$ cat config.mk
export PLATFORM = sky130hd
export DESIGN_NAME = lpr_session_classifier_top_flat
export DESIGN_NICKNAME = d
export VERILOG_FILES = /design/src/lprsc_pkg.sv /design/src/lprsc_if.sv /design/src/lprsc_engine.sv /design/src/lpr_session_classifier_top.sv /design/src/flat_wrapper.sv
export SDC_FILE = /design/constraint.sdc
export NUM_CORES = 1
export LEC_CHECK = 0
export ABC_AREA = 1
export BUFFER_PORTS_ARGS = -buffer_cell sky130_fd_sc_hd__buf_2
export CAP_MARGIN = 20
export CORE_MARGIN = 2
export CORE_UTILIZATION = 55
export DETAILED_ROUTE_END_ITERATION = 12
export PLACE_DENSITY = 0.8
export SETUP_SLACK_MARGIN = 0.05
export SYNTH_ARGS = -nofsm -noshare
export SYNTH_HDL_FRONTEND = slang
export SYNTH_SLANG_ARGS = --single-unit
$ cat constraint.sdc
create_clock -name clk_i -period 3.6 [get_ports clk_i]
set_input_delay 0.36 -clock clk_i [delete_from_list [all_inputs] [get_ports clk_i]]
set_output_delay 0.36 -clock clk_i [all_outputs]
set_load 0.01 [all_outputs]
$ cat src/lprsc_pkg.sv
`timescale 1ns / 1ps
// ----------------------------------------------------------------------------
// lprsc_pkg
// Types, codes and byte-class helpers for the LPR session classifier.
// ----------------------------------------------------------------------------
package lprsc_pkg;

  // byte index within a packet, saturating
  localparam int unsigned POSITION_BITS = 16;

  localparam logic [7:0] LINE_FEED       = 8'h0A;
  localparam logic [7:0] THRESHOLD_RESET = 8'd5;

  // configuration port
  localparam int unsigned PADDR_W = 3;
  localparam logic        REG_THRESHOLD = 1'b0;

  // session phases
  localparam logic [2:0] PH_COMMAND    = 3'd0;
  localparam logic [2:0] PH_RECEIVE    = 3'd1;
  localparam logic [2:0] PH_REPLY_FILE = 3'd2;
  localparam logic [2:0] PH_REPLY      = 3'd3;
  localparam logic [2:0] PH_IGNORE     = 3'd4;

  // top-level command bytes
  localparam logic [7:0] CMD_PRINT      = 8'd1;
  localparam logic [7:0] CMD_RECEIVE    = 8'd2;
  localparam logic [7:0] CMD_SEND_SHORT = 8'd3;
  localparam logic [7:0] CMD_SEND_LONG  = 8'd4;
  localparam logic [7:0] CMD_REMOVE     = 8'd5;

  // receive-job subcommands
  localparam logic [7:0] SUB_ABORT   = 8'd1;
  localparam logic [7:0] SUB_CONTROL = 8'd2;
  localparam logic [7:0] SUB_DATA    = 8'd3;

  typedef enum logic [1:0] {
    VERDICT_IN_PROCESS   = 2'd0,
    VERDICT_IDENTIFIED   = 2'd1,
    VERDICT_NO_MATCH     = 2'd2,
    VERDICT_INCOMPATIBLE = 2'd3
  } verdict_e;

  typedef struct packed {
    logic [7:0] payload_byte;
    logic       from_responder;
    logic       first_of_packet;
    logic       last_of_packet;
    logic       new_flow;
  } lprsc_item_t;

  function automatic logic is_graphic(logic [7:0] b);
    return (b >= 8'h21) && (b <= 8'h7E);
  endfunction

  function automatic logic is_digit(logic [7:0] b);
    return (b >= 8'h30) && (b <= 8'h39);
  endfunction

  function automatic logic is_blank(logic [7:0] b);
    return (b == 8'h20) || ((b >= 8'h09) && (b <= 8'h0D));
  endfunction

endpackage

$ cat src/lprsc_if.sv
`timescale 1ns / 1ps
// ----------------------------------------------------------------------------
// lprsc_item_if / lprsc_result_if
// Valid/ready channels for payload bytes in and verdicts out.
// ----------------------------------------------------------------------------
interface lprsc_item_if;
  logic       valid;
  logic       ready;
  logic [7:0] payload_byte;
  logic       from_responder;
  logic       first_of_packet;
  logic       last_of_packet;
  logic       new_flow;

  modport source (
    output valid, payload_byte, from_responder, first_of_packet, last_of_packet,
           new_flow,
    input  ready
  );
  modport sink (
    input  valid, payload_byte, from_responder, first_of_packet, last_of_packet,
           new_flow,
    output ready
  );
endinterface

interface lprsc_result_if;
  logic       valid;
  logic       ready;
  logic [1:0] verdict;

  modport source (output valid, verdict, input ready);
  modport sink (input valid, verdict, output ready);
endinterface

$ cat src/lprsc_engine.sv
`timescale 1ns / 1ps
// ----------------------------------------------------------------------------
// lprsc_engine
// Session and per-packet scanner state; one byte per step, verdict on last.
// ----------------------------------------------------------------------------
module lprsc_engine
  import lprsc_pkg::*;
(
  input  logic        clk_i,
  input  logic        rst_ni,
  input  logic        step_i,
  input  lprsc_item_t item_i,
  input  logic [7:0]  threshold_i,
  output logic        res_valid_o,
  output verdict_e    verdict_o
);

  localparam logic [POSITION_BITS-1:0] POS_MAX = '1;

  logic [2:0]               phase_q, phase_d;
  logic [7:0]               count_q, count_d;
  logic [POSITION_BITS-1:0] pos_q, pos_d;
  logic [7:0]               lead_q, lead_d;
  logic                     stage_q, stage_d;
  logic                     bad_q, bad_d;
  logic                     dir_q, dir_d;

  // values after flow/packet restart
  logic [2:0]               phase_e;
  logic [7:0]               count_e;
  logic [POSITION_BITS-1:0] pos_e;
  logic [7:0]               lead_e;
  logic                     stage_e, bad_e, dir_e, restart;

  logic [7:0] lead_n, b;
  logic       stage_n, bad_n, dir_n, last;
  logic       pos_zero, pos_one, pos_lt2, pos_lt4;
  logic [8:0] n;
  logic [2:0] phase_j;
  logic [7:0] count_j;
  verdict_e   verdict;

  assign b    = item_i.payload_byte;
  assign last = item_i.last_of_packet;

  always_comb begin
    restart = item_i.new_flow | item_i.first_of_packet;
    phase_e = item_i.new_flow ? PH_COMMAND : phase_q;
    count_e = item_i.new_flow ? 8'd0 : count_q;
    pos_e   = restart ? '0 : pos_q;
    lead_e  = restart ? 8'd0 : lead_q;
    stage_e = restart ? 1'b0 : stage_q;
    bad_e   = restart ? 1'b0 : bad_q;
    dir_e   = restart ? 1'b0 : dir_q;

    pos_zero = (pos_e == '0);
    pos_one  = (pos_e == POSITION_BITS'(1));
    pos_lt2  = (pos_e < POSITION_BITS'(2));
    pos_lt4  = (pos_e < POSITION_BITS'(4));

    lead_n  = lead_e;
    dir_n   = dir_e;
    bad_n   = bad_e;
    stage_n = stage_e;

    if (pos_zero) begin
      lead_n = b;
      dir_n  = item_i.from_responder;
    end else if (phase_e == PH_COMMAND && lead_e == CMD_RECEIVE) begin
      if (last ? (b != LINE_FEED) : !is_graphic(b)) bad_n = 1'b1;
    end else if (phase_e == PH_RECEIVE && lead_e == SUB_ABORT) begin
      if (!pos_lt2 || b != LINE_FEED) bad_n = 1'b1;
    end else if (phase_e == PH_RECEIVE && (lead_e == SUB_CONTROL || lead_e == SUB_DATA)) begin
      if (pos_one) begin
        if (!is_digit(b)) bad_n = 1'b1;
      end else if (!stage_e) begin
        // count field: digits up to one blank
        if (last || b == LINE_FEED) bad_n = 1'b1;
        else if (is_blank(b)) stage_n = 1'b1;
        else if (!is_digit(b)) bad_n = 1'b1;
      end else begin
        if (last ? (b != LINE_FEED) : !is_graphic(b)) bad_n = 1'b1;
      end
    end
  end

  // verdict and session update on the last byte
  always_comb begin
    n       = {1'b0, count_e} + 9'd1;
    phase_j = phase_e;
    count_j = count_e;
    verdict = VERDICT_INCOMPATIBLE;
    unique case (phase_e) inside
      PH_COMMAND: begin
        if (dir_n || pos_lt2) begin
          verdict = VERDICT_INCOMPATIBLE;
        end else if (lead_n == CMD_RECEIVE) begin
          if (!bad_n) begin
            phase_j = PH_REPLY;
            verdict = VERDICT_IN_PROCESS;
          end
        end else if (lead_n == CMD_PRINT || lead_n == CMD_SEND_SHORT ||
                     lead_n == CMD_SEND_LONG || lead_n == CMD_REMOVE) begin
          phase_j = PH_IGNORE;
          verdict = VERDICT_IN_PROCESS;
        end
      end
      PH_RECEIVE: begin
        if (dir_n) begin
          verdict = VERDICT_IN_PROCESS;
        end else if (pos_zero) begin
          verdict = VERDICT_INCOMPATIBLE;
        end else if (lead_n == SUB_ABORT) begin
          if (!bad_n) begin
            phase_j = PH_REPLY;
            verdict = VERDICT_IN_PROCESS;
          end
        end else if (lead_n == SUB_CONTROL || lead_n == SUB_DATA) begin
          if (!pos_lt4 && !bad_n) begin
            phase_j = PH_REPLY_FILE;
            verdict = VERDICT_IN_PROCESS;
          end
        end
      end
      PH_REPLY_FILE, PH_REPLY: begin
        if (!dir_n) begin
          verdict = VERDICT_IN_PROCESS;
        end else if (!pos_zero) begin
          verdict = VERDICT_NO_MATCH;
        end else begin
          count_j = (n > {1'b0, threshold_i}) ? threshold_i : n[7:0];
          if (n >= {1'b0, threshold_i}) begin
            phase_j = PH_IGNORE;
            verdict = VERDICT_IDENTIFIED;
          end else begin
            phase_j = (phase_e == PH_REPLY_FILE) ? PH_REPLY : PH_RECEIVE;
            verdict = VERDICT_IN_PROCESS;
          end
        end
      end
      PH_IGNORE: verdict = VERDICT_IN_PROCESS;
      default:   verdict = VERDICT_INCOMPATIBLE;
    endcase
  end

  always_comb begin
    if (last) begin
      phase_d = phase_j;
      count_d = count_j;
      pos_d   = '0;
      lead_d  = 8'd0;
      stage_d = 1'b0;
      bad_d   = 1'b0;
      dir_d   = 1'b0;
    end else begin
      phase_d = phase_e;
      count_d = count_e;
      pos_d   = (pos_e == POS_MAX) ? pos_e : pos_e + POSITION_BITS'(1);
      lead_d  = lead_n;
      stage_d = stage_n;
      bad_d   = bad_n;
      dir_d   = dir_n;
    end
  end

  always_ff @(posedge clk_i or negedge rst_ni) begin
    if (!rst_ni) begin
      phase_q <= PH_COMMAND;
      count_q <= 8'd0;
      pos_q   <= '0;
      lead_q  <= 8'd0;
      stage_q <= 1'b0;
      bad_q   <= 1'b0;
      dir_q   <= 1'b0;
    end else if (step_i) begin
      phase_q <= phase_d;
      count_q <= count_d;
      pos_q   <= pos_d;
      lead_q  <= lead_d;
      stage_q <= stage_d;
      bad_q   <= bad_d;
      dir_q   <= dir_d;
    end
  end

  assign res_valid_o = step_i & last;
  assign verdict_o   = verdict;

endmodule

$ cat src/lpr_session_classifier_top.sv
`timescale 1ns / 1ps
// A last byte passes the input register and then the verdict register before its verdict shows on result_o.
// One payload byte per cycle while no last byte waits on an untaken verdict; the scanner takes a byte per step.
// An input register and an output register part the two channels, so bytes keep
// flowing while a verdict waits; only a second last byte stalls behind it.
// Reset (rst_ni, async, low) returns to command phase, count zero, threshold 5.
// ----------------------------------------------------------------------------
// lpr_session_classifier_top
// LPR flow classifier: input register, session engine, verdict register, APB.
// ----------------------------------------------------------------------------
module lpr_session_classifier_top
  import lprsc_pkg::*;
(
  input  logic               clk_i,
  input  logic               rst_ni,
  lprsc_item_if.sink         item_i,
  lprsc_result_if.source     result_o,
  input  logic               psel,
  input  logic               penable,
  input  logic               pwrite,
  input  logic [PADDR_W-1:0] paddr,
  input  logic [31:0]        pwdata,
  output logic [31:0]        prdata,
  output logic               pready
);

  logic [7:0]  thr_q;
  logic        reg_sel;

  logic        s1_valid_q, s1_valid_d;
  lprsc_item_t s1_q;
  logic        advance, in_xfer;

  logic        res_valid;
  verdict_e    res_verdict;
  logic        out_valid_q, out_valid_d;
  verdict_e    verdict_q;

  // register index sits above the byte offset
  assign reg_sel = (paddr[2] == REG_THRESHOLD);
  assign pready  = 1'b1;
  assign prdata  = reg_sel ? {24'd0, thr_q} : 32'd0;

  always_ff @(posedge clk_i or negedge rst_ni) begin
    if (!rst_ni) begin
      thr_q <= THRESHOLD_RESET;
    end else if (psel && penable && pwrite && reg_sel) begin
      thr_q <= pwdata[7:0];
    end
  end

  // a last byte may only move on when the verdict register is free or its verdict is being taken
  assign advance = s1_valid_q && (!s1_q.last_of_packet || !out_valid_q || result_o.ready);
  assign item_i.ready = !s1_valid_q || advance;
  assign in_xfer = item_i.valid && item_i.ready;

  always_comb begin
    s1_valid_d = s1_valid_q;
    if (in_xfer) s1_valid_d = 1'b1;
    else if (advance) s1_valid_d = 1'b0;
  end

  always_ff @(posedge clk_i or negedge rst_ni) begin
    if (!rst_ni) begin
      s1_valid_q <= 1'b0;
    end else begin
      s1_valid_q <= s1_valid_d;
    end
  end

  always_ff @(posedge clk_i) begin
    if (in_xfer) begin
      s1_q <= '{payload_byte:    item_i.payload_byte,
                from_responder:  item_i.from_responder,
                first_of_packet: item_i.first_of_packet,
                last_of_packet:  item_i.last_of_packet,
                new_flow:        item_i.new_flow};
    end
  end

  lprsc_engine u_engine (
    .clk_i       (clk_i),
    .rst_ni      (rst_ni),
    .step_i      (advance),
    .item_i      (s1_q),
    .threshold_i (thr_q),
    .res_valid_o (res_valid),
    .verdict_o   (res_verdict)
  );

  assign out_valid_d = res_valid || (out_valid_q && !result_o.ready);

  always_ff @(posedge clk_i or negedge rst_ni) begin
    if (!rst_ni) begin
      out_valid_q <= 1'b0;
    end else begin
      out_valid_q <= out_valid_d;
    end
  end

  always_ff @(posedge clk_i) begin
    if (res_valid) verdict_q <= res_verdict;
  end

  assign result_o.valid   = out_valid_q;
  assign result_o.verdict = verdict_q;

endmodule

$ cat src/flat_wrapper.sv
// flat-port wrapper written by rule: the top's interface ports become plain ports
module lpr_session_classifier_top_flat import lprsc_pkg::*;
  (clk_i, rst_ni, psel, penable, pwrite, paddr, pwdata, prdata, pready, item_i_valid, item_i_payload_byte, item_i_from_responder, item_i_first_of_packet, item_i_last_of_packet, item_i_new_flow, item_i_ready, result_o_valid, result_o_verdict, result_o_ready);
  lprsc_item_if item_i_i ();
  lprsc_result_if result_o_i ();
  input  logic clk_i;
  input  logic rst_ni;
  input  logic psel;
  input  logic penable;
  input  logic pwrite;
  input  logic [PADDR_W-1:0] paddr;
  input  logic [31:0] pwdata;
  output logic [31:0] prdata;
  output logic pready;
  input wire logic [$bits(item_i_i.valid)-1:0] item_i_valid;
  input wire logic [$bits(item_i_i.payload_byte)-1:0] item_i_payload_byte;
  input wire logic [$bits(item_i_i.from_responder)-1:0] item_i_from_responder;
  input wire logic [$bits(item_i_i.first_of_packet)-1:0] item_i_first_of_packet;
  input wire logic [$bits(item_i_i.last_of_packet)-1:0] item_i_last_of_packet;
  input wire logic [$bits(item_i_i.new_flow)-1:0] item_i_new_flow;
  output wire logic [$bits(item_i_i.ready)-1:0] item_i_ready;
  output wire logic [$bits(result_o_i.valid)-1:0] result_o_valid;
  output wire logic [$bits(result_o_i.verdict)-1:0] result_o_verdict;
  input wire logic [$bits(result_o_i.ready)-1:0] result_o_ready;
  assign item_i_i.valid = item_i_valid;
  assign item_i_i.payload_byte = item_i_payload_byte;
  assign item_i_i.from_responder = item_i_from_responder;
  assign item_i_i.first_of_packet = item_i_first_of_packet;
  assign item_i_i.last_of_packet = item_i_last_of_packet;
  assign item_i_i.new_flow = item_i_new_flow;
  assign item_i_ready = item_i_i.ready;
  assign result_o_valid = result_o_i.valid;
  assign result_o_verdict = result_o_i.verdict;
  assign result_o_i.ready = result_o_ready;
  lpr_session_classifier_top u_core (.clk_i(clk_i), .rst_ni(rst_ni), .item_i(item_i_i), .result_o(result_o_i), .psel(psel), .penable(penable), .pwrite(pwrite), .paddr(paddr), .pwdata(pwdata), .prdata(prdata), .pready(pready));
endmodule
* Word level (Yosys, flattened, before mapping)
Cells that the tools add are included.
** Word-level totals
- Flip-flop bits (word level) :: 62
- Input bits :: 54
- Output and inout bits :: 37
- Logic and storage cells :: 157
** Operators by class
- Add/subtract/negate cells :: 2
- Magnitude comparators :: 10
- Equality and inequality tests :: 17
- Mux-type cells :: 71
- Bitwise logic cells :: 3
- Reduce and logical (&&, ||, !) cells :: 38
** Operator list (number)
- 8-bit 2-to-1 mux :: 10
- 16-bit 2-to-1 mux :: 3
- 3-bit 2-to-1 mux :: 14
- 8-bit by 2-bit == test with 1-bit output (second input constant) :: 4
- 1-bit 2-to-1 mux :: 30
- 2-bit 2-to-1 mux :: 12
- 16-bit by 1-bit adder with 16-bit output (second input constant) :: 1
- 16-bit by 1-bit == test with 1-bit output (second input constant) :: 1
- 16-bit == test (second input constant) :: 1
- 8-bit by 1-bit == test with 1-bit output (second input constant) :: 2
- 8-bit by 3-bit == test with 1-bit output (second input constant) :: 2
- 8-bit by 6-bit greater-or-equal comparator with 1-bit output (second input constant) :: 2
- 16-bit zero test :: 1
- 16-bit by 2-bit < comparator with 1-bit output (second input constant) :: 1
- 16-bit by 3-bit < comparator with 1-bit output (second input constant) :: 1
- 1-bit logical AND :: 13
- 1-bit logical OR :: 13
- 8-bit by 1-bit adder with 9-bit output (second input constant) :: 1
- 9-bit by 8-bit greater-or-equal comparator with 1-bit output :: 1
- 9-bit by 8-bit greater-than comparator with 1-bit output :: 1
- 3-bit case mux with 3 select lines :: 1
- 8-bit by 4-bit == test with 1-bit output (second input constant) :: 1
- 8-bit by 6-bit == test with 1-bit output (second input constant) :: 1
- 8-bit by 4-bit greater-or-equal comparator with 1-bit output (second input constant) :: 1
- 15 further kinds :: 23

* Depth between registers and ports, before layout
- Word-level depth :: 20
- Gate-level depth with buffers :: 22
- Gate-level depth less buffers :: 20

* Hierarchy
From an unflattened synthesis, not the netlist that was laid out.
** Unflattened totals
- Cell total of the unflattened synthesis :: 656
- Area total of the unflattened synthesis :: 4780.8 µm²
** Modules (own cells, without submodules)
- lprsc_engine :: instances 1, cells an instance 550, area an instance 3656.0 µm², sequential area each 950.9 µm²
- lpr_session_classifier_top :: instances 1, cells an instance 106, area an instance 1124.8 µm², sequential area each 673.1 µm²

* Least setup slack after synthesis
No wires, ideal clock.
- Path type :: register -> register
- From :: register u_core.s1_q[0] (netlist bit)
- To :: register u_core.verdict_q[0] (netlist: u_core.result_o.verdict[0]) (data pin)
- Library setup time :: 0.268 ns
- Data arrival time :: 2.521 ns
- Data required time :: 3.332 ns
- Setup slack :: 0.810 ns
- Cell stages (with the launch flop) :: 21
- Path buffers :: 3
- Period minus slack after synthesis :: 2.790 ns
- Cells stage by stage :: edfxtp_1 nor2_4 buf_6 inv_2 clkbuf_8 nor2_1 inv_1 ha_1 nand2_2 nor2_4 nand2_4 buf_8 o21ai_0 nand2_1 nand2_1 nor2_1 nand2_1 o21ai_1 nand2_1 nand2_1 nand4_1
** On the way
- Word-level cells in the longest chain between the ends :: 19
- Elaborated cells on any way between the ends :: 68
- Classes of those cells :: 1 x add/sub; 3 x order compare; 13 x eq/ne; 33 x mux; 1 x bitwise; 17 x reduce/logical
** RTL lines
- from (decl) :: RTL line lpr_session_classifier_top.sv:31 : lprsc_item_t s1_q;
- from (signal assigned) :: RTL line lpr_session_classifier_top.sv:73 : s1_q <= '{payload_byte: item_i.payload_byte,
- branches (longest 18 deep; another with 16-bit by 2-bit < comparator with 1-bit output)
- 2-bit case mux with 4 select lines * :: RTL line lprsc_engine.sv:93 : unique case (phase_e) inside
- net u_core.res_verdict[0] :: RTL line lpr_session_classifier_top.sv:35 : verdict_e res_verdict;
- to (signal assigned) :: RTL line lpr_session_classifier_top.sv:102 : if (res_valid) verdict_q <= res_verdict;
- to (decl) :: RTL line lpr_session_classifier_top.sv:37 : verdict_e verdict_q;
Mark *: on every way through the listed nets, which the timed path passes.
A chain may end at the register's enable or synchronous reset.

* Worst setup path after layout
- From :: register u_core.s1_q[0] (netlist bit)
- To :: register u_core.u_engine.count_q[0]
** On the way
- Word-level cells in the longest chain between the ends :: 8
- Elaborated cells on any way between the ends :: 17
- Classes of those cells :: 1 x add/sub; 1 x order compare; 2 x eq/ne; 10 x mux; 1 x bitwise; 2 x reduce/logical
** RTL lines
- 8-bit 2-to-1 mux :: RTL line lprsc_engine.sv:49 : count_e = item_i.new_flow ? 8'd0 : count_q;
- 8-bit by 1-bit adder with 9-bit output :: RTL line lprsc_engine.sv:89 : n = {1'b0, count_e} + 9'd1;
- 9-bit by 8-bit greater-than comparator with 1-bit output :: RTL line lprsc_engine.sv:131 : count_j = (n > {1'b0, threshold_i}) ? threshold_i : n[7:0];
- 8-bit 2-to-1 mux :: RTL line lprsc_engine.sv:131
- 8-bit 2-to-1 mux :: RTL line lprsc_engine.sv:128 : end else if (!pos_zero) begin
- 8-bit 2-to-1 mux :: RTL line lprsc_engine.sv:126 : if (!dir_n) begin
- 8-bit 2-to-1 mux :: RTL line lprsc_engine.sv:93
- 8-bit 2-to-1 mux * :: RTL line lprsc_engine.sv:147 : if (last) begin
- to (signal assigned) :: RTL line lprsc_engine.sv:177 : count_q <= count_d;
- to (decl) :: RTL line lprsc_engine.sv:21 : logic [7:0] count_q, count_d;
Every way passes the cells marked *; elsewhere a longest branch is shown, timed or not.

==> out/metrics.cfg <==
[outcome]
status = complete, no violations

[timing]
worst_pin_slew_ps = 614
rsz0062_at_grt = false
period_share_pct = 88.0
period_minus_slack_ps = 3170
fmax_mhz = 316
hold_violations = 0
fin_hold_ws_ps = 29.5
slew_viol_final = 0
setup_viol = 0
setup_tns_ps = 0
worst_slack_ps = 431
max-slew-margin-rel_pct = 59.1
fin_skew_ps = 5.25

[cells_and_area]
fill_cells = 701
diodes = 0
fin_nets = 739
regArea_sq_um = 1620
layout_common_cells = nand2_1 (140), inv_1 (86), nor2_1 (79), dfrtp_1 (46), o21ai_0 (41)
final_common_cell = nand2_1
multi_input_area_sq_um = 2340
finish.utilization_pct = 62.7
final_layout_size_suffix_gt1_share_pct = 14.5
areaGrowthSynthToFinish_pct = 8.96

[setup_path]
cp_top_family = simple AND/OR/NAND/NOR gates
end_kind = flop
path_class = flop to flop
worstPathMaxFanout = 16
path_cells = nor2_1 > ha_1 > nand3_1 > xor2_1 > ha_1 > a21oi_1 > o21a_1 > o21ai_0 > nand3_1 > nand2_1 > nand2_1 > nand3_1 > nand2_2 > o21ai_0 > o21ai_0 > nand2_1 > a22oi_1
r2r_cells = 17
reg2reg_to = u_core.u_engine.count_q[0]$_DFFE_PN0P_
required_ps = 3860
r2r_start = u_core.s1_q[0]$_DFFE_PP_
rrSetupSlack_ps = 430
crit_arrival_ps = 3430
crit_path_max_incr_delay_ps = 560
cp.buffers_inverters = 0
cp_slowest_cell = edfxtp_1
crit_path_start_kind = flop

[global_route]
grtUsageTotal_pct = 25.9
grt_pass1_vias = 4010
grt_overflow = 0
grt_antenna_before_repair = 0
grt_start_max_net_pins = 28
grt_pass1_wl_microns = 18000

[floorplanning]
fp.dieH_microns = 94.4
die_area_sq_um = 8910
start_util_pct = 57.6
core_sq_um = 7810
fp.dieW_microns = 94.4
rows = 32
io_pins = 91

[placed_design]
place.gp.congestion = 0.909
dpl.hpwl_microns = 7720
dp_slack_ps = 473
portBuffers = 39

[clocking]
clk_latency_ps = 340
cts_resized = 0
clkTransAtPathRegs_ps = 70
cts_setup_buffers = 0
ctsHtreeMaxLevel = 3
cts_buffers = 9
cts_sinks = 62
cts.path.max_buffers = 2
hold_buffers = 0
cts_tree = yes
cts-root-buf = clkbuf_8

[synth]
ys_warn_count = 0
syn_area_sq_um = 4490
syn_avg_cell_area_sq_um = 7.12
synthDistinctLibCells = 44
ys_seq_area_share_pct = 36.1
syn-instance-count = 631
synth-seq-cells = 62

[drt]
drt_pre_antenna_iters = 6
drtAntennaViolNets = 0
vias_per_cell = 5.38
drt-wirelength-per-cell_microns = 13.4
dr.first_iter.drc_count = 372
dr_total_vias = 4197
drc = 0
wl_microns = 10500

[min_path]
min_path_type = primary input to asynchronous set/reset pin

[flow_run]
maxCapViolCount = 0

[power_and_ir_drop]
power.total_uw = 1920
power_density_nw_per_um2 = 393
leakage_uw = 0.00237
irDropWorstVdd_uv = 257

==> worst max path at each step <==
| stage | cells after the start | end | slack (ps) | from |
|---|---|---|---|---|
| 2_1_floorplan | 20 | u_core.result_o.verdict[0]$_DFFE_PP_ | 810 | u_core.s1_q[0]$_DFFE_PP_ |
| 3_3_place_gp | 15 | u_core.u_engine.count_q[6]$_DFFE_PN0P_ | 550 | u_core.s1_q[0]$_DFFE_PP_ |
| 3_5_place_dp | 16 | u_core.u_engine.count_q[6]$_DFFE_PN0P_ | 470 | u_core.s1_q[0]$_DFFE_PP_ |
| 4_1_cts | 16 | u_core.u_engine.count_q[6]$_DFFE_PN0P_ | 470 | u_core.s1_q[0]$_DFFE_PP_ |
| 5_1_grt | 17 | u_core.u_engine.count_q[6]$_DFFE_PN0P_ | 170 | u_core.s1_q[0]$_DFFE_PP_ |
| 6_report | 17 | u_core.u_engine.count_q[0]$_DFFE_PN0P_ | 430 | u_core.s1_q[0]$_DFFE_PP_ |
==> layout make-up <==
class | count | area share, %
multi-input cells | 465 | 47.8
flip-flops and latches | 62 | 33.2
inverters | 89 | 6.82
repair buffers | 46 | 5.06
clock buffers | 12 | 3.17
well taps | 102 | 2.61
clock inverters | 4 | 1.41
==> sequential cells by signal, indices dropped and copies added, names as in the netlist <==
register                 cells
u_core.u_engine.phase_q      3
u_core.u_engine.stage_q      1
u_core.result_o.valid        1
u_core.u_engine.lead_q       8
u_core.u_engine.pos_q       16
u_core.u_engine.dir_q        1
u_core.result_o.verdict      2
u_core.thr_q                 8
u_core.u_engine.count_q      8
u_core.s1_valid_q            1
u_core.u_engine.bad_q        1
u_core.s1_q                 12
==> synth_stat cells (all sizes together) <==
master / number / area (sq um)
nor4: 3 / 18.8
nand4: 14 / 87.6
dfrtp: 46 / 1150
conb: 2 / 7.51
nand3: 36 / 195
clkbuf: 8 / 50.1
o31ai: 1 / 7.51
dlygate4sd1: 1 / 8.76
o41ai: 1 / 8.76
inv: 88 / 330
o211ai: 2 / 15.0
clkinv: 1 / 3.75
a22o: 1 / 8.76
xor2: 9 / 78.8
o21ai: 55 / 283
a21oi: 32 / 168
a31oi: 2 / 12.5
and3: 1 / 6.26
edfxtp: 14 / 420
nand3b: 1 / 7.51
buf: 29 / 230
dfstp: 2 / 52.6
ha: 12 / 150
a22oi: 2 / 15.0
nor3: 9 / 60.1
o21a: 2 / 15.0
xnor2: 5 / 43.8
o22ai: 10 / 62.6
nor2: 89 / 384
nand2: 153 / 612
==> cells by family after synthesis <==
family                   count (synthesis)  synth area share [%]
AND/OR/NAND/NOR                        306                  30.5
buffers and inverters                  127                  13.9
AO/OA/AOI/OAI                          108                  13.3
flip-flops                              62                  36.1
XOR/XNOR                                14                  2.73
adder cells (fa/ha/maj)                 12                  3.34
other                                    2                 0.167
==> through the flow <==
step | cell area (sq um) | instances
6_report | 4900 | 780
5_1_grt | 4900 | 780
4_1_cts | 4900 | 780
3_5_place_dp | 4670 | 764
3_3_place_gp | 4670 | 764
2_1_floorplan | 4580 | 654
==> where the power goes <==
group          switching [uW]  internal, uW  total, uW
Sequential               41.1           789        830
Clock                     272           425        697
Combinational             269           129        397
Total                     582          1340       1920
==> layer usage <==
layer	track usage (%)	part of all wire [%]	vias up
li1	-	-	2077
met1	34.2	45	1921
met2	41.9	46	178
met3	6.62	7.5	21
met4	8.70	1.6	0
met5	0	0	-
(Power assumes the default switching activity.)
